**src/rtl/spq_pkg.sv**
```systemverilog
// shared types and constants for the stable priority queue
`default_nettype none

package spq_pkg;

    localparam int PRIO_BITS   = 8;
    localparam int ID_BITS     = 16;
    localparam int STATUS_BITS = 2;
    localparam int OCC_BITS    = 5;

    localparam logic CMD_PUSH = 1'b0;
    localparam logic CMD_POP  = 1'b1;

    localparam logic [STATUS_BITS-1:0] STATUS_OK    = 2'd0;
    localparam logic [STATUS_BITS-1:0] STATUS_EMPTY = 2'd1;
    localparam logic [STATUS_BITS-1:0] STATUS_FULL  = 2'd2;

    typedef struct packed {
        logic                 command;
        logic [PRIO_BITS-1:0] priority_req;
        logic [ID_BITS-1:0]   item_id;
    } spq_in_t;

    typedef struct packed {
        logic [STATUS_BITS-1:0] status;
        logic [ID_BITS-1:0]     popped_id;
        logic [OCC_BITS-1:0]    occupancy;
    } spq_out_t;

    // contents of one sorted slot
    typedef struct packed {
        logic                 valid;
        logic [PRIO_BITS-1:0] prio;
        logic [ID_BITS-1:0]   id;
    } spq_slot_t;

    // operation broadcast to every cell
    typedef struct packed {
        logic                 push;
        logic                 pop;
        logic [PRIO_BITS-1:0] prio;
        logic [ID_BITS-1:0]   id;
    } spq_ctrl_t;

endpackage

`default_nettype wire

```
**src/rtl/spq_cell.sv**
```systemverilog
// one slot of the sorted shift-register queue
`default_nettype none

module spq_cell (
    input  wire logic              aclk,
    input  wire logic              aresetn,
    input  wire spq_pkg::spq_ctrl_t ctrl,
    input  wire spq_pkg::spq_slot_t left_slot,
    input  wire logic              left_keep,
    input  wire spq_pkg::spq_slot_t right_slot,
    output spq_pkg::spq_slot_t     slot,
    output logic                   keep
);
    import spq_pkg::*;

    spq_slot_t slot_reg;
    spq_slot_t slot_next;

    // held entry stays ahead of a new one of equal or lower priority
    assign keep = slot_reg.valid && (slot_reg.prio >= ctrl.prio);
    assign slot = slot_reg;

    always_comb begin
        slot_next = slot_reg;
        if (ctrl.push) begin
            if (!keep) begin
                if (left_keep) begin
                    slot_next.valid = 1'b1;
                    slot_next.prio  = ctrl.prio;
                    slot_next.id    = ctrl.id;
                end else begin
                    slot_next = left_slot;
                end
            end
        end else if (ctrl.pop) begin
            slot_next = right_slot;
        end
    end

    always_ff @(posedge aclk) begin
        slot_reg.prio <= slot_next.prio;
        slot_reg.id   <= slot_next.id;
        if (!aresetn) begin
            slot_reg.valid <= 1'b0;
        end else begin
            slot_reg.valid <= slot_next.valid;
        end
    end

endmodule

`default_nettype wire

```
**src/rtl/stable_priority_queue.sv**
```systemverilog
// top level: bounded stable priority queue built from a chain of sorted cells
//
//   port group     direction  contents
//   s_valid/ready  in         spq_in_t: command, priority_req, item_id
//   m_valid/ready  out        spq_out_t: status, popped_id, occupancy
//
// one transaction per cycle when not stalled: every cell updates in the cycle
// it is accepted, the result reaching the output register on the next cycle
// s_ready is high while the output register is empty or being drained,
// so a stalled m_ready stops input after one waiting result
// synchronous active-low reset empties the queue and the output register
`default_nettype none

module stable_priority_queue #(
    parameter int DEPTH = 16
) (
    input  wire logic          aclk,
    input  wire logic          aresetn,
    input  wire logic          s_valid,
    output logic               s_ready,
    input  wire spq_pkg::spq_in_t s_data,
    output logic               m_valid,
    input  wire logic          m_ready,
    output spq_pkg::spq_out_t  m_data
);
    import spq_pkg::*;

    localparam int CW = $clog2(DEPTH + 1);

    spq_slot_t            slots [DEPTH];
    logic                 keeps [DEPTH];
    spq_ctrl_t            ctrl;
    logic                 accept;
    logic                 full;
    logic                 empty;
    logic [CW-1:0]        count_reg;
    logic [CW-1:0]        count_next;
    logic [CW+OCC_BITS-1:0] occ_ext;
    logic                 m_valid_reg;
    spq_out_t             m_data_reg;
    spq_out_t             m_data_next;

    assign s_ready = !m_valid_reg || m_ready;
    assign accept  = s_valid && s_ready;
    assign full    = slots[DEPTH-1].valid;
    assign empty   = !slots[0].valid;

    assign ctrl.push = accept && (s_data.command == CMD_PUSH) && !full;
    assign ctrl.pop  = accept && (s_data.command == CMD_POP) && !empty;
    assign ctrl.prio = s_data.priority_req;
    assign ctrl.id   = s_data.item_id;

    genvar gi;
    generate
        for (gi = 0; gi < DEPTH; gi++) begin : g_cell
            spq_slot_t left_slot;
            spq_slot_t right_slot;
            logic      left_keep;
            if (gi == 0) begin : g_head
                // head cell takes a new entry whenever it does not keep its own
                assign left_slot = '0;
                assign left_keep = 1'b1;
            end else begin : g_body
                assign left_slot = slots[gi-1];
                assign left_keep = keeps[gi-1];
            end
            if (gi == DEPTH - 1) begin : g_tail
                assign right_slot = '0;
            end else begin : g_mid
                assign right_slot = slots[gi+1];
            end
            spq_cell u_cell (
                .aclk      (aclk),
                .aresetn   (aresetn),
                .ctrl      (ctrl),
                .left_slot (left_slot),
                .left_keep (left_keep),
                .right_slot(right_slot),
                .slot      (slots[gi]),
                .keep      (keeps[gi])
            );
        end
    endgenerate

    always_comb begin
        count_next = count_reg;
        if (ctrl.push) begin
            count_next = count_reg + 1'b1;
        end else if (ctrl.pop) begin
            count_next = count_reg - 1'b1;
        end
    end

    assign occ_ext = {{OCC_BITS{1'b0}}, count_next};

    always_comb begin
        m_data_next.status    = STATUS_OK;
        m_data_next.popped_id = '0;
        m_data_next.occupancy = occ_ext[OCC_BITS-1:0];
        if (s_data.command == CMD_PUSH) begin
            if (full) begin
                m_data_next.status = STATUS_FULL;
            end
        end else begin
            if (empty) begin
                m_data_next.status = STATUS_EMPTY;
            end else begin
                m_data_next.popped_id = slots[0].id;
            end
        end
    end

    always_ff @(posedge aclk) begin
        if (accept) begin
            m_data_reg <= m_data_next;
        end
        if (!aresetn) begin
            count_reg   <= '0;
            m_valid_reg <= 1'b0;
        end else begin
            count_reg <= count_next;
            if (accept) begin
                m_valid_reg <= 1'b1;
            end else if (m_ready) begin
                m_valid_reg <= 1'b0;
            end
        end
    end

    assign m_valid = m_valid_reg;
    assign m_data  = m_data_reg;

endmodule

`default_nettype wire

```
**config.mk**
```make
export PLATFORM = sky130hd
export DESIGN_NAME = stable_priority_queue
export DESIGN_NICKNAME = d
export VERILOG_FILES = /design/src/rtl/spq_pkg.sv /design/src/rtl/spq_cell.sv /design/src/rtl/stable_priority_queue.sv
export SDC_FILE = /design/constraint.sdc
export NUM_CORES = 1
export LEC_CHECK = 0
export BUFFER_PORTS_ARGS = -buffer_cell sky130_fd_sc_hd__buf_2
export CORE_MARGIN = 1.5
export CORE_UTILIZATION = 28
export CTS_CLUSTER_DIAMETER = 80
export CTS_CLUSTER_SIZE = 28
export DETAILED_ROUTE_END_ITERATION = 8
export PLACE_DENSITY = 0.5
export SYNTH_ARGS = -nofsm -noshare
export SYNTH_HDL_FRONTEND = slang
export SYNTH_HIERARCHICAL = 1
export SYNTH_SLANG_ARGS = --single-unit
```
**constraint.sdc**
```tcl
create_clock -name aclk -period 3.36 [get_ports aclk]
set_input_delay 0.672 -clock aclk [delete_from_list [all_inputs] [get_ports aclk]]
set_output_delay 0.672 -clock aclk [all_outputs]
set_load 0.005 [all_outputs]
```
==> flow_summary.html, run 1 <==
<table>
<tr><th>Metric</th><th>Value</th></tr>
<tr><th colspan="2">Run status</th></tr>
<tr><td>Run status</td><td>complete, but fails checks</td></tr>
<tr><td>Failing checks</td><td>design-rule violations</td></tr>
<tr><th colspan="2">Drt</th></tr>
<tr><td>Number of nets with antenna violations after routing</td><td>0</td></tr>
<tr><td>Vias</td><td>16995</td></tr>
<tr><td>Iter 0 DRT Violations</td><td>1190</td></tr>
<tr><td>WL/cell</td><td>17.0 um</td></tr>
<tr><td>Number of optimization iterations in the first detailed-route pass</td><td>7</td></tr>
<tr><td>Via-to-Cell Ratio</td><td>4.77</td></tr>
<tr><td>Number of remaining DRC errors</td><td>8</td></tr>
<tr><td>Final wirelength</td><td>slightly above 60000 um</td></tr>
<tr><th colspan="2">Clocking</th></tr>
<tr><td>Post-CTS Setup Bufs</td><td>0</td></tr>
<tr><td>Clock tree from TritonCTS</td><td>yes</td></tr>
<tr><td>Clock latency of the later-clocked register in the worst-skew pair</td><td>560 ps</td></tr>
<tr><td>Count of cells resized by post-cts repair</td><td>0</td></tr>
<tr><td>Number of buffers added to fix hold violations after cts</td><td>0</td></tr>
<tr><td>Total clock sinks</td><td>429</td></tr>
<tr><td>Largest buffer count on any clock path</td><td>3</td></tr>
<tr><td>Number of buffers created by CTS</td><td>36</td></tr>
<tr><td>Buffer type at the clock tree root</td><td>sky130_fd_sc_hd__clkbuf_16</td></tr>
<tr><td>Maximum level of the CTS H-tree</td><td>2</td></tr>
<tr><td>Clock-pin slew on the worst setup and hold paths</td><td>80 ps</td></tr>
<tr><th colspan="2">Timing</th></tr>
<tr><td>Final hold viol count</td><td>0</td></tr>
<tr><td>Slew Limit Headroom</td><td>around two fifths</td></tr>
<tr><td>Final worst setup slack</td><td>approximately 740 ps</td></tr>
<tr><td>Final period demand of the worst path</td><td>2620 ps</td></tr>
<tr><td>Number of max-slew violations in the final report</td><td>0</td></tr>
<tr><td>Final setup vio count</td><td>0</td></tr>
<tr><td>Worst Hold Slack</td><td>477 ps</td></tr>
<tr><td>Actual slew at the worst max-slew pin</td><td>a little over 900 ps</td></tr>
<tr><td>Sum Neg Setup Slack</td><td>0 ps</td></tr>
<tr><td>Peak clock frequency supported by timing</td><td>between 300 and 400 MHz</td></tr>
<tr><td>Setup repair after global routing missed its margin</td><td>no</td></tr>
<tr><td>Final critical-path share of the clock period</td><td>78.1%</td></tr>
<tr><td>Skew final</td><td>19.8 ps</td></tr>
<tr><th colspan="2">Setup path</th></tr>
<tr><td>Cell repeated most along the worst path</td><td>sky130_fd_sc_hd__a21oi_1</td></tr>
<tr><td>Critical setup path kind</td><td>in2reg</td></tr>
<tr><td>Data required time of the critical path</td><td>approximately 3600 ps</td></tr>
<tr><td>Max Fanout on Critical Path</td><td>29</td></tr>
<tr><td>Cell Chain, Critical Path</td><td>buf_2 &gt; ha_1 &gt; nor2_1 &gt; a21oi_1 &gt; o31ai_1 &gt; nand2_1 &gt; buf_4 &gt; mux2i_1 &gt; a21oi_1</td></tr>
<tr><td>CP Data Arrival Time</td><td>2900 ps</td></tr>
<tr><td>Crit path max-delay cell type</td><td>sky130_fd_sc_hd__buf_2</td></tr>
<tr><td>Type of destination of the critical path</td><td>register</td></tr>
<tr><td>Startpoint types</td><td>input port</td></tr>
<tr><td>Launch instance of the worst register-to-register path</td><td>g_cell[12].u_cell/slot[22]</td></tr>
<tr><td>Crit. Startpoint</td><td>s_data[16]</td></tr>
<tr><td>Delay of the slowest cell on the worst path</td><td>about 530 ps</td></tr>
<tr><th colspan="2">Floorplan</th></tr>
<tr><td>Die height</td><td>between 300 and 400 um</td></tr>
<tr><td>Initial core utilization</td><td>28.3%</td></tr>
<tr><td>Site Rows</td><td>109</td></tr>
<tr><td>Floorplan die area</td><td>91300 um2</td></tr>
<tr><td>Die width</td><td>around 300 um</td></tr>
<tr><td>Count of boundary I/O pins</td><td>54</td></tr>
<tr><td>Placeable core region</td><td>88500 um2</td></tr>
<tr><th colspan="2">GRT</th></tr>
<tr><td>Number of global-route vias before repair</td><td>17308</td></tr>
<tr><td>Maximum number of pins on one net before global-route repair</td><td>192</td></tr>
<tr><td>Global route total overflow</td><td>0</td></tr>
<tr><td>Antenna violations before repair</td><td>0</td></tr>
<tr><td>Global-route wire length before repair</td><td>97400 um</td></tr>
<tr><td>Overall Global Routing Usage</td><td>around an eighth</td></tr>
<tr><th colspan="2">Flow run</th></tr>
<tr><td>Number of max-cap violations</td><td>0</td></tr>
<tr><th colspan="2">Placed design</th></tr>
<tr><td>Final RePlAce weighted congestion</td><td>approximately 0.74</td></tr>
<tr><td>Port buffer count</td><td>53</td></tr>
<tr><td>Post-placement setup slack</td><td>148 ps</td></tr>
<tr><td>Post-DP HPWL</td><td>43200 um</td></tr>
<tr><td>Instance area after placement</td><td>27000 um2</td></tr>
<tr><td># placed instances</td><td>3498</td></tr>
<tr><th colspan="2">Pwr</th></tr>
<tr><td>Sequential share of power</td><td>approximately half</td></tr>
<tr><td>Share of total power in combinational logic</td><td>between 10% and 20%</td></tr>
<tr><td>Internal power consumption</td><td>9.65 mW</td></tr>
<tr><td>Switching share of power</td><td>~28%</td></tr>
<tr><td>Fraction of power consumed by the clock network</td><td>34.9%</td></tr>
<tr><td>Ratio of total power to cell area</td><td>472 nW/um2</td></tr>
<tr><td>IR drop worst, VDD</td><td>279 uV</td></tr>
<tr><td>Power consumption</td><td>13.3 mW</td></tr>
<tr><td>NetSw</td><td>3.66 mW</td></tr>
<tr><td>Leak pwr</td><td>10.5 nW</td></tr>
<tr><th colspan="2">Logic synthesis</th></tr>
<tr><td>Mean post-synth cell area</td><td>10.9 um2</td></tr>
<tr><td>Synth Cell Area</td><td>25100 um2</td></tr>
<tr><td>Yosys synthesis warning count</td><td>6</td></tr>
<tr><td>Number of instances in the synthesized netlist</td><td>2307</td></tr>
<tr><th colspan="2">Final layout</th></tr>
<tr><td>Final instance area</td><td>28200 um2</td></tr>
<tr><td>Nets@finish</td><td>2530</td></tr>
<tr><td>Layout cell share with drive strength beyond 1</td><td>10.0%</td></tr>
<tr><td>Area Growth Syn to Fin</td><td>12.7%</td></tr>
<tr><td>Count of inserted antenna diode cells</td><td>0</td></tr>
<tr><td>Util after Layout</td><td>31.9%</td></tr>
<tr><td>Post-Layout Cell Count</td><td>3562</td></tr>
<tr><td>Max FFs per register</td><td>400</td></tr>
<tr><th colspan="2">Worst hold path</th></tr>
<tr><td>Launch instance of the worst min-delay path</td><td>s_valid</td></tr>
<tr><td>Hold WC Path Type</td><td>in2reg</td></tr>
</table>
-- area by class of cell --
cell class                 instances  area (um2)
clock buffer                      43         948
clock inverter                    21         304
fill                            8972       60300
inverter                         133         499
multi-input combinational       1644       11200
sequential                       429       12700
tap                             1165        1460
timing repair buffer             127        1130
-- layer usage --
metal  vias to the layer above  global-route usage, %  wire (um)
li1                       8554                      -          -
met4                         0                   3.06       1010
met1                      8145                   18.5      29900
met3                        66                   1.50       1800
met5                         -                      0          0
met2                       230                   21.6      27900
-- worst paths after layout --
path / to / slack, ps / cells after the start
max reg2reg: g_cell[13].u_cell/slot[15] / 890 / 8
min: m_valid / 480 / 3
min reg2reg: count_reg[4] / 490 / 2
max: g_cell[6].u_cell/slot[3] / 740 / 9
-- critical path: cells and delay by family --
family                   cells  cell delay (ps)
multiplexers                 1              230
buffers and inverters        2              820
AND/OR/NAND/NOR              2              210
adder cells (fa/ha/maj)      1              360
AO/OA/AOI/OAI                3              550
-- power by group through the flow --
stage          Sequential [mW]  Clock (mW)  Combinational [mW]
2_1_floorplan             6.65           0                1.43
3_3_place_gp              6.75           0                1.99
3_5_place_dp              6.75           0                2.05
4_1_cts                   6.64        4.81                2.05
5_1_grt                   6.68        4.98                2.29
6_report                  6.63        4.65                2.03
-- cells in the final DEF, fill, tap and decap left out, types with 17 or more instances in the layout --
cell type	instances
sky130_fd_sc_hd__ha_1	130
sky130_fd_sc_hd__buf_4	49
sky130_fd_sc_hd__clkbuf_16	37
sky130_fd_sc_hd__dfxtp_1	22
sky130_fd_sc_hd__nand2_2	17
sky130_fd_sc_hd__nor3b_1	17
sky130_fd_sc_hd__nand2_1	19
sky130_fd_sc_hd__conb_1	51
sky130_fd_sc_hd__edfxtp_1	407
sky130_fd_sc_hd__and3_1	32
sky130_fd_sc_hd__a21oi_1	400
sky130_fd_sc_hd__inv_1	133
sky130_fd_sc_hd__mux2i_1	386
sky130_fd_sc_hd__nor2b_1	18
sky130_fd_sc_hd__buf_2	53
sky130_fd_sc_hd__buf_12	25
sky130_fd_sc_hd__nor2_1	401
Note: power is estimated with default switching activity, not from simulation.
==> run 2: changes to the inputs <==
--- a/config.mk
+++ b/config.mk
@@ -5,6 +5,7 @@
 export SDC_FILE = /design/constraint.sdc
 export NUM_CORES = 1
 export LEC_CHECK = 0
+export ABC_AREA = 1
 export BUFFER_PORTS_ARGS = -buffer_cell sky130_fd_sc_hd__buf_2
 export CORE_MARGIN = 1.5
 export CORE_UTILIZATION = 28
==> constraint.sdc (replaced) <==
create_clock -name aclk -period 2.4 [get_ports aclk]
set_input_delay 0.48 -clock aclk [delete_from_list [all_inputs] [get_ports aclk]]
set_output_delay 0.48 -clock aclk [all_outputs]
set_load 0.005 [all_outputs]
==> run 2 against run 1 <==
The run now ends clean. Synthesized area is 0.17% lower. First-iteration DRC count increased by 8.3%. Synthesized cell count is 30% higher. Critical path type is now reg2reg.
==> flow_summary.html, run 2 <==
<table>
<tr><th>Metric</th><th>Value</th></tr>
<tr><th colspan="2">Drt</th></tr>
<tr><td>Highest signal layer in the routed design</td><td>met4 (unchanged)</td></tr>
<tr><td>Iter 0 DRT Violations</td><td>1289 (was 1190)</td></tr>
<tr><td>Via-to-Cell Ratio</td><td>4.51 (was 4.77)</td></tr>
<tr><td>Number of remaining DRC errors</td><td>0 (was 8)</td></tr>
<tr><td>Met3 Wirelength</td><td>2160 um (was 1800 um)</td></tr>
<tr><td>Vias</td><td>19706 (was 16995)</td></tr>
<tr><td>Number of nets with antenna violations after routing</td><td>0 (unchanged)</td></tr>
<tr><td>WL/cell</td><td>15.3 um (was 17.0 um)</td></tr>
<tr><td>Final wirelength</td><td>66600 um (was 60600 um)</td></tr>
<tr><td>Met2 layer wire length in the routed design</td><td>30600 um (was 27900 um)</td></tr>
<tr><td>Number of optimization iterations in the first detailed-route pass</td><td>5 (was 7)</td></tr>
<tr><td>Wire length the detailed router placed on met1</td><td>33000 um (was 29900 um)</td></tr>
<tr><th colspan="2">Final layout</th></tr>
<tr><td>Count of inserted antenna diode cells</td><td>0 (unchanged)</td></tr>
<tr><td>Nets@finish</td><td>3341 (was 2530)</td></tr>
<tr><td>Most frequent standard cell in the layout excluding fill and tap cells</td><td>sky130_fd_sc_hd__o21ai_0 (was sky130_fd_sc_hd__edfxtp_1)</td></tr>
<tr><td>Post-Layout Cell Count</td><td>4367 (was 3562)</td></tr>
<tr><td>Max FFs per register</td><td>400 (unchanged)</td></tr>
<tr><td>Area Growth Syn to Fin</td><td>18.5% (was 12.7%)</td></tr>
<tr><td>Layout cell share with drive strength beyond 1</td><td>12.1% (was 10.0%)</td></tr>
<tr><td>Commonest cells after routing, fill and taps aside</td><td>682 x sky130_fd_sc_hd__o21ai_0, 578 x sky130_fd_sc_hd__nand2_1, 448 x sky130_fd_sc_hd__nor2_1 (was 407 x sky130_fd_sc_hd__edfxtp_1, 401 x sky130_fd_sc_hd__nor2_1, 400 x sky130_fd_sc_hd__a21oi_1)</td></tr>
<tr><th colspan="2">Logic synthesis</th></tr>
<tr><td>Compound-cell area share of the yosys netlist</td><td>17.9%</td></tr>
<tr><td>Share of the synthesized area in the top cell type</td><td>roughly half</td></tr>
<tr><td>Count of unique library cells instantiated by Yosys</td><td>29</td></tr>
<tr><td>Most common cell in the netlist</td><td>sky130_fd_sc_hd__o21ai_0</td></tr>
<tr><td>Synth top cells by count</td><td>688 x sky130_fd_sc_hd__o21ai_0, 583 x sky130_fd_sc_hd__nand2_1, 454 x sky130_fd_sc_hd__nor2_1</td></tr>
<tr><td>Synthesized-area fraction occupied by adder cells</td><td>6.50%</td></tr>
<tr><td>Number of instances in the synthesized netlist</td><td>2997 (was 2307)</td></tr>
<tr><td>Post-synthesis async set-or-reset flop share</td><td>0%</td></tr>
<tr><td>Mean post-synth cell area</td><td>8.35 um2 (was 10.9 um2)</td></tr>
<tr><td>Yosys synthesis warning count</td><td>6 (unchanged)</td></tr>
<tr><td>Post-synthesis cell type with the largest combined area</td><td>sky130_fd_sc_hd__edfxtp_1</td></tr>
<tr><td>Largest family of logic cells by synthesized area</td><td>compound AO/OA/AOI/OAI gates</td></tr>
<tr><td>Commonest register cell after synthesis</td><td>sky130_fd_sc_hd__edfxtp_1</td></tr>
<tr><td>Register bit total from synthesis</td><td>429</td></tr>
<tr><td>Area share of and/or/nand/nor cells after synthesis</td><td>between 15 and 20%</td></tr>
<tr><td>Synth Cell Area</td><td>25000 um2 (was 25100 um2)</td></tr>
<tr><td>XOR/XNOR share of the synthesized area</td><td>0.0350%</td></tr>
<tr><td>Number of enable flip-flop cells after synthesis</td><td>407</td></tr>
<tr><td>Cell types with the largest area share after synthesis</td><td>sky130_fd_sc_hd__edfxtp_1 49%, sky130_fd_sc_hd__o21ai_0 14%, sky130_fd_sc_hd__nand2_1 8.7%, sky130_fd_sc_hd__nor2_1 6.8%, sky130_fd_sc_hd__ha_1 6.5%</td></tr>
<tr><td>Proportion of synthesized area in mux cells</td><td>0%</td></tr>
<tr><td>Seq/Total Area, Yosys</td><td>50.6%</td></tr>
<tr><th colspan="2">Clocking</th></tr>
<tr><td>Clock-pin slew on the worst setup and hold paths</td><td>100 ps (was 80 ps)</td></tr>
<tr><td>Clock latency of the later-clocked register in the worst-skew pair</td><td>620 ps (was 560 ps)</td></tr>
<tr><td>Total clock sinks</td><td>429 (unchanged)</td></tr>
<tr><td>Largest buffer count on any clock path</td><td>3 (unchanged)</td></tr>
<tr><td>Maximum level of the CTS H-tree</td><td>1 (was 2)</td></tr>
<tr><td>Buffer type at the clock tree root</td><td>sky130_fd_sc_hd__clkbuf_16 (unchanged)</td></tr>
<tr><td>Clock tree from TritonCTS</td><td>yes (unchanged)</td></tr>
<tr><td>Number of buffers created by CTS</td><td>28 (was 36)</td></tr>
<tr><th colspan="2">Floorplan</th></tr>
<tr><td>Initial core utilization</td><td>28.3% (about the same)</td></tr>
<tr><td>Die width</td><td>302 um (about the same)</td></tr>
<tr><td>Count of boundary I/O pins</td><td>54 (unchanged)</td></tr>
<tr><td>Floorplan die area</td><td>91100 um2 (was 91300 um2)</td></tr>
<tr><td>Site Rows</td><td>109 (unchanged)</td></tr>
<tr><td>Die height</td><td>302 um (about the same)</td></tr>
<tr><td>Placeable core region</td><td>88400 um2 (was 88500 um2)</td></tr>
<tr><th colspan="2">Worst hold path</th></tr>
<tr><td>Hold WC Path Type</td><td>in2reg (unchanged)</td></tr>
<tr><th colspan="2">Setup path</th></tr>
<tr><td>Max Fanout on Critical Path</td><td>24 (was 29)</td></tr>
<tr><td>Register-to-register path setup slack</td><td>90 ps (was 890 ps)</td></tr>
<tr><td>Startpoint types</td><td>register (was input port)</td></tr>
<tr><td>CP Data Arrival Time</td><td>2630 ps (was 2900 ps)</td></tr>
<tr><td>Data required time of the critical path</td><td>2720 ps (was 3640 ps)</td></tr>
<tr><td>Critical setup path kind</td><td>reg2reg (was in2reg)</td></tr>
<tr><td>Type of destination of the critical path</td><td>register (unchanged)</td></tr>
<tr><th colspan="2">Timing</th></tr>
<tr><td>Final critical-path share of the clock period</td><td>96.2%</td></tr>
<tr><td>Actual slew at the worst max-slew pin</td><td>788 ps (was 905 ps)</td></tr>
<tr><td>Sum Neg Setup Slack</td><td>0 ps (unchanged)</td></tr>
<tr><td>Final period demand of the worst path</td><td>about 2300 ps</td></tr>
<tr><td>Skew final</td><td>25.9 ps (was 19.8 ps)</td></tr>
<tr><td>Peak clock frequency supported by timing</td><td>between 400 and 500 MHz</td></tr>
<tr><td>Final hold viol count</td><td>0 (unchanged)</td></tr>
<tr><td>Worst Hold Slack</td><td>155 ps (was 477 ps)</td></tr>
<tr><td>Final worst setup slack</td><td>90.2 ps (was 735 ps)</td></tr>
<tr><td>Number of max-slew violations in the final report</td><td>0 (unchanged)</td></tr>
<tr><td>Slew Limit Headroom</td><td>47.4% (was 39.6%)</td></tr>
<tr><td>Final setup vio count</td><td>0 (unchanged)</td></tr>
<tr><th colspan="2">Placed design</th></tr>
<tr><td>Final RePlAce weighted congestion</td><td>0.778 (was 0.741)</td></tr>
<tr><td># placed instances</td><td>4271 (was 3498)</td></tr>
<tr><td>Post-DP HPWL</td><td>50500 um (was 43200 um)</td></tr>
<tr><td>Port buffer count</td><td>53 (unchanged)</td></tr>
<tr><td>Post-placement setup slack</td><td>-371 ps (was 148 ps)</td></tr>
<tr><th colspan="2">GRT</th></tr>
<tr><td>Antenna violations before repair</td><td>0 (unchanged)</td></tr>
<tr><td>Global-route wire length before repair</td><td>106000 um (was 97400 um)</td></tr>
<tr><td>Global route total overflow</td><td>0 (unchanged)</td></tr>
<tr><td>Maximum number of pins on one net before global-route repair</td><td>48 (was 192)</td></tr>
<tr><td>Number of global-route vias before repair</td><td>18760 (was 17308)</td></tr>
<tr><td>Overall Global Routing Usage</td><td>14.2% (was 13.2%)</td></tr>
<tr><th colspan="2">Pwr</th></tr>
<tr><td>IR drop worst, VDD</td><td>717 uV (was 279 uV)</td></tr>
<tr><td>Leak pwr</td><td>12.4 nW (was 10.5 nW)</td></tr>
<tr><td>Ratio of total power to cell area</td><td>604 nW/um2 (was 472 nW/um2)</td></tr>
<tr><td>Power consumption</td><td>17.9 mW (was 13.3 mW)</td></tr>
<tr><th colspan="2">Flow run</th></tr>
<tr><td>Number of max-cap violations</td><td>0 (unchanged)</td></tr>
<tr><th colspan="2">Run status</th></tr>
<tr><td>Run status</td><td>finished clean (was complete, but fails checks)</td></tr>
</table>
-- run 2: cell types whose count changed in the layout (fill, tap and decap cells not counted), moves of 70 or more --
cell	previous run	this run
sky130_fd_sc_hd__inv_1	133	255
sky130_fd_sc_hd__buf_4	49	129
sky130_fd_sc_hd__mux2i_1	386	0
sky130_fd_sc_hd__o21ai_1	16	86
sky130_fd_sc_hd__o21ai_0	16	682
sky130_fd_sc_hd__nand2_1	19	578
sky130_fd_sc_hd__a21oi_1	400	32
-- run 2: cell families after synthesis --
group                      Yosys count
and+or+nand+nor                   1132
AOI/OAI and AO/OA                  871
buffers and inverters              432
DFF                                429
adders and majority gates          130
other                                2
xor gates and xnor gates             1
-- run 2: critical path, cell delays in order (launching register included) --
cell and delay (ps):
sky130_fd_sc_hd__edfxtp_1 420, sky130_fd_sc_hd__ha_1 310, sky130_fd_sc_hd__a21o_1 190, sky130_fd_sc_hd__nor2_2 140, sky130_fd_sc_hd__nand3_2 150, sky130_fd_sc_hd__nand2_4 110
sky130_fd_sc_hd__clkinvlp_4 160, sky130_fd_sc_hd__buf_4 190, sky130_fd_sc_hd__a21oi_4 140, sky130_fd_sc_hd__buf_12 190
-- run 2: per-layer routing --
layer  vias to the layer above  global-route usage (%)
li1                      10460                       -
met1                      8898                    20.6
met2                       294                    23.6
met3                        54                    1.29
met4                         0                    1.83
met5                         -                       0
-- run 2: path summary, 6_finish.rpt --
kind	end	startpoint	depth (start not counted)
worst max-delay path	g_cell[10].u_cell/slot[6]	g_cell[10].u_cell/slot[23]	9
worst min-delay path	m_valid	s_valid	3
worst max register to register	g_cell[10].u_cell/slot[6]	g_cell[10].u_cell/slot[23]	9
worst min register to register	g_cell[14].u_cell/slot[14]	g_cell[15].u_cell/slot[14]	2
-- run 2: area by class of cell --
cell class              count  area, um2
inverters                 287       1150
repair inverters            3       15.0
repair buffers            242       2310
fillers                  9232      58700
well taps                1165       1460
flip-flops and latches    429      12700
multi-input cells        2191      11100
clock buffers              32        716
clock inverters            18        259
-- run 2: repair_timing --
item                       4_1_cts  5_1_grt
buffers inserted                 0       39
setup endpoints to repair        0      227
gates resized for setup          0       57
hold buffers                     0        0
-- run 2: where the power goes --
part	internal (mW)	switching, mW
combinational	1.19	1.96
clock	2.43	2.99
sequential	8.96	0.368
total	12.6	5.31
-- run 2: per-stage QoR --
stage / util (%) / area [um2]
6_report: 33.5 / 29600
5_1_grt: 33.5 / 29600
4_1_cts: 32.8 / 29000
3_5_place_dp: 31.7 / 28000
3_3_place_gp: 31.7 / 28000
2_1_floorplan: - / 25400
==> run 3: changes to the inputs <==
--- a/config.mk
+++ b/config.mk
@@ -12,7 +12,7 @@
 export CTS_CLUSTER_DIAMETER = 80
 export CTS_CLUSTER_SIZE = 28
 export DETAILED_ROUTE_END_ITERATION = 8
-export PLACE_DENSITY = 0.5
+export PLACE_DENSITY = 0.49
 export SYNTH_ARGS = -nofsm -noshare
 export SYNTH_HDL_FRONTEND = slang
 export SYNTH_HIERARCHICAL = 1
==> constraint.sdc (replaced) <==
create_clock -name aclk -period 2.6 [get_ports aclk]
set_input_delay 0.52 -clock aclk [delete_from_list [all_inputs] [get_ports aclk]]
set_output_delay 0.52 -clock aclk [all_outputs]
set_load 0.005 [all_outputs]
==> run 3 against run 2 <==
Cell area is 0.90% lower. Combinational power is 11% lower. Clock power is 2% lower. Non-clock buffer count is 33 lower. Critical path type unchanged.
==> flow_summary.html, run 3 (synthesis results as in run 2) <==
<table>
<tr><th>Metric</th><th>Value</th></tr>
<tr><th colspan="2">Run status</th></tr>
<tr><td>Run status</td><td>finished clean (unchanged)</td></tr>
<tr><th colspan="2">Pwr</th></tr>
<tr><td>IR drop worst, VDD</td><td>586 uV (was 717 uV)</td></tr>
<tr><td>Ratio of total power to cell area</td><td>569 nW/um2 (was 604 nW/um2)</td></tr>
<tr><td>Leak pwr</td><td>12.3 nW (was 12.4 nW)</td></tr>
<tr><th colspan="2">Placed design</th></tr>
<tr><td>Final RePlAce weighted congestion</td><td>0.776 (was 0.778)</td></tr>
<tr><td>Post-DP HPWL</td><td>50100 um (was 50500 um)</td></tr>
<tr><td>Port buffer count</td><td>53 (unchanged)</td></tr>
<tr><td># placed instances</td><td>4281 (was 4271)</td></tr>
<tr><th colspan="2">Clocking</th></tr>
<tr><td>Maximum level of the CTS H-tree</td><td>1 (unchanged)</td></tr>
<tr><td>Largest buffer count on any clock path</td><td>3 (unchanged)</td></tr>
<tr><td>Buffer type at the clock tree root</td><td>sky130_fd_sc_hd__clkbuf_16 (unchanged)</td></tr>
<tr><td>Total clock sinks</td><td>429 (unchanged)</td></tr>
<tr><td>Clock-pin slew on the worst setup and hold paths</td><td>90 ps (was 100 ps)</td></tr>
<tr><td>Number of buffers added to fix hold violations after cts</td><td>0 (unchanged)</td></tr>
<tr><td>Clock latency of the later-clocked register in the worst-skew pair</td><td>620 ps (about the same)</td></tr>
<tr><td>Clock tree from TritonCTS</td><td>yes (unchanged)</td></tr>
<tr><td>Number of buffers created by CTS</td><td>30 (was 28)</td></tr>
<tr><th colspan="2">Setup path</th></tr>
<tr><td>Worst R2R Path Depth</td><td>7 (was 9)</td></tr>
<tr><td>Register-to-register path setup slack</td><td>220 ps (was 90 ps)</td></tr>
<tr><td>CP Data Arrival Time</td><td>2720 ps (was 2630 ps)</td></tr>
<tr><td>Type of destination of the critical path</td><td>register (unchanged)</td></tr>
<tr><td>Startpoint types</td><td>register (unchanged)</td></tr>
<tr><td>Critical setup path kind</td><td>reg2reg (unchanged)</td></tr>
<tr><td>Launch instance of the worst register-to-register path</td><td>g_cell[15].u_cell/slot[24] (was g_cell[10].u_cell/slot[23])</td></tr>
<tr><td>Worst r2r dst</td><td>g_cell[7].u_cell/slot[5] (was g_cell[10].u_cell/slot[6])</td></tr>
<tr><td>Data required time of the critical path</td><td>2950 ps (was 2720 ps)</td></tr>
<tr><td>Max Fanout on Critical Path</td><td>42 (was 24)</td></tr>
<tr><th colspan="2">Final layout</th></tr>
<tr><td>Commonest cells after routing, fill and taps aside</td><td>688 x sky130_fd_sc_hd__o21ai_0, 583 x sky130_fd_sc_hd__nand2_1, 453 x sky130_fd_sc_hd__nor2_1 (was 682 x sky130_fd_sc_hd__o21ai_0, 578 x sky130_fd_sc_hd__nand2_1, 448 x sky130_fd_sc_hd__nor2_1)</td></tr>
<tr><td>Area Growth Syn to Fin</td><td>17.5% (was 18.5%)</td></tr>
<tr><td>Max FFs per register</td><td>400 (unchanged)</td></tr>
<tr><td>Nets@finish</td><td>3307 (was 3341)</td></tr>
<tr><td>Count of inserted antenna diode cells</td><td>0 (unchanged)</td></tr>
<tr><td>Most frequent standard cell in the layout excluding fill and tap cells</td><td>sky130_fd_sc_hd__o21ai_0 (unchanged)</td></tr>
<tr><td>Fillcell total</td><td>9304 (was 9232)</td></tr>
<tr><td>Layout cell share with drive strength beyond 1</td><td>10.6% (was 12.1%)</td></tr>
<tr><td>Post-Layout Cell Count</td><td>4335 (was 4367)</td></tr>
<tr><th colspan="2">Timing</th></tr>
<tr><td>Peak clock frequency supported by timing</td><td>421 MHz (was 433 MHz)</td></tr>
<tr><td>Final critical-path share of the clock period</td><td>91.4% (was 96.2%)</td></tr>
<tr><td>Actual slew at the worst max-slew pin</td><td>775 ps (was 788 ps)</td></tr>
<tr><td>Final setup vio count</td><td>0 (unchanged)</td></tr>
<tr><td>Slew Limit Headroom</td><td>48.3% (was 47.4%)</td></tr>
<tr><td>Final hold viol count</td><td>0 (unchanged)</td></tr>
<tr><td>Sum Neg Setup Slack</td><td>0 ps (unchanged)</td></tr>
<tr><td>Number of max-slew violations in the final report</td><td>0 (unchanged)</td></tr>
<tr><td>Skew final</td><td>28.6 ps (was 25.9 ps)</td></tr>
<tr><td>Final period demand of the worst path</td><td>2380 ps (was 2310 ps)</td></tr>
<tr><td>Setup repair after global routing missed its margin</td><td>no</td></tr>
<tr><th colspan="2">Drt</th></tr>
<tr><td>Number of optimization iterations in the first detailed-route pass</td><td>5 (unchanged)</td></tr>
<tr><td>Final wirelength</td><td>64600 um (was 66600 um)</td></tr>
<tr><td>Iter 0 DRT Violations</td><td>1113 (was 1289)</td></tr>
<tr><td>Vias</td><td>19354 (was 19706)</td></tr>
<tr><td>Via-to-Cell Ratio</td><td>4.46 (was 4.51)</td></tr>
<tr><td>WL/cell</td><td>14.9 um (was 15.3 um)</td></tr>
<tr><td>Number of remaining DRC errors</td><td>0 (unchanged)</td></tr>
<tr><td>Number of nets with antenna violations after routing</td><td>0 (unchanged)</td></tr>
<tr><th colspan="2">GRT</th></tr>
<tr><td>Number of global-route vias before repair</td><td>18819 (was 18760)</td></tr>
<tr><td>Global-route wire length before repair</td><td>105000 um (was 106000 um)</td></tr>
<tr><td>Maximum number of pins on one net before global-route repair</td><td>43 (was 48)</td></tr>
<tr><td>Overall Global Routing Usage</td><td>14.2% (about the same)</td></tr>
<tr><td>Antenna violations before repair</td><td>0 (unchanged)</td></tr>
<tr><td>Global route total overflow</td><td>0 (unchanged)</td></tr>
<tr><th colspan="2">Flow run</th></tr>
<tr><td>Number of max-cap violations</td><td>0 (unchanged)</td></tr>
<tr><th colspan="2">Worst hold path</th></tr>
<tr><td>End point of the worst hold path</td><td>m_valid (unchanged)</td></tr>
<tr><td>Launch instance of the worst min-delay path</td><td>s_valid (unchanged)</td></tr>
<tr><td>Hold Path Depth</td><td>3 (unchanged)</td></tr>
<tr><td>Hold WC Path Type</td><td>in2reg (unchanged)</td></tr>
<tr><th colspan="2">Floorplan</th></tr>
<tr><td>Site Rows</td><td>109 (unchanged)</td></tr>
<tr><td>Floorplan die area</td><td>91100 um2 (unchanged)</td></tr>
<tr><td>Initial core utilization</td><td>28.3% (unchanged)</td></tr>
<tr><td>Count of boundary I/O pins</td><td>54 (unchanged)</td></tr>
<tr><td>Placeable core region</td><td>88400 um2 (unchanged)</td></tr>
<tr><td>Die height</td><td>302 um (unchanged)</td></tr>
<tr><td>Die width</td><td>302 um (unchanged)</td></tr>
</table>
run 3: cell count changes in the layout (fill, tap and decap cells not counted), sizes merged:
cell    delta
inv        -2
buf       -28
clkbuf     -6
clkinv     +4
run 3: stage by stage:
stage	hold WS, ps	cell area (um2)	total power [mW]	worst slack [ps]	utilization (%)
floorplan	491	25400	10.4	35.3	-
global placement	536	28300	11.5	-183	32.0
detailed placement	543	28300	11.6	-179	32.0
CTS	194	29300	17.0	35.5	33.2
global route	231	29400	17.7	55.3	33.2
finish	237	29400	16.7	224	33.2
run 3: repair_timing:
item | 4_1_cts | 5_1_grt
setup endpoints to repair | 0 | 186
gates resized for setup | 0 | 12
setup buffers | 0 | 0
run 3: final cells by class:
class,instances,area (um2),share of cell area [%]
Timing Repair Buffer,209,2090,7.10
Tap cell,1165,1460,4.96
Multi-Input combinational cell,2191,11000,37.3
Clock inverter,23,302,1.03
Clock buffer,31,776,2.64
Inverter,287,1130,3.85
Sequential cell,429,12700,43.1
run 3: worst max-delay path by stage:
stage | start | endpoint | slack [ps] | cells after the start
final | g_cell[15].u_cell/slot[24] | g_cell[7].u_cell/slot[5] | 220 | 7
after global routing | g_cell[15].u_cell/slot[24] | g_cell[7].u_cell/slot[14] | 60 | 7
after CTS | g_cell[15].u_cell/slot[24] | g_cell[7].u_cell/slot[5] | 40 | 7
after detailed placement | s_data[20] | g_cell[4].u_cell/slot[9] | -180 | 15
after global placement | s_data[20] | g_cell[4].u_cell/slot[4] | -180 | 15
after floorplan | s_valid | g_cell[0].u_cell/slot[0] | 40 | 7
run 3: layer usage:
metal  up-vias  track usage (%)  share of wire, %
li1      10390                -                 -
met1      8663             20.4                50
met2       250             23.5                45
met3        51             1.41               3.2
met4         0             1.96               1.4
met5         -                0                 0
run 3: report_power, final:
| part | leakage, nW | internal (mW) | switching (mW) | total, mW |
|---|---|---|---|---|
| combinational | 7.80 | 1.04 | 1.75 | 2.79 |
| clock | 0.510 | 2.44 | 2.87 | 5.31 |
| sequential | 4.01 | 8.27 | 0.337 | 8.61 |
| total | 12.3 | 11.8 | 4.96 | 16.7 |
run 3: worst max-delay path: stages (launching register included):
cell and delay, ps:
sky130_fd_sc_hd__dfxtp_1 500, sky130_fd_sc_hd__nor2_2 270, sky130_fd_sc_hd__nand2_4 120, sky130_fd_sc_hd__clkinv_8 180
sky130_fd_sc_hd__buf_12 250, sky130_fd_sc_hd__clkinvlp_4 420, sky130_fd_sc_hd__nand2_1 190, sky130_fd_sc_hd__o21ai_0 110
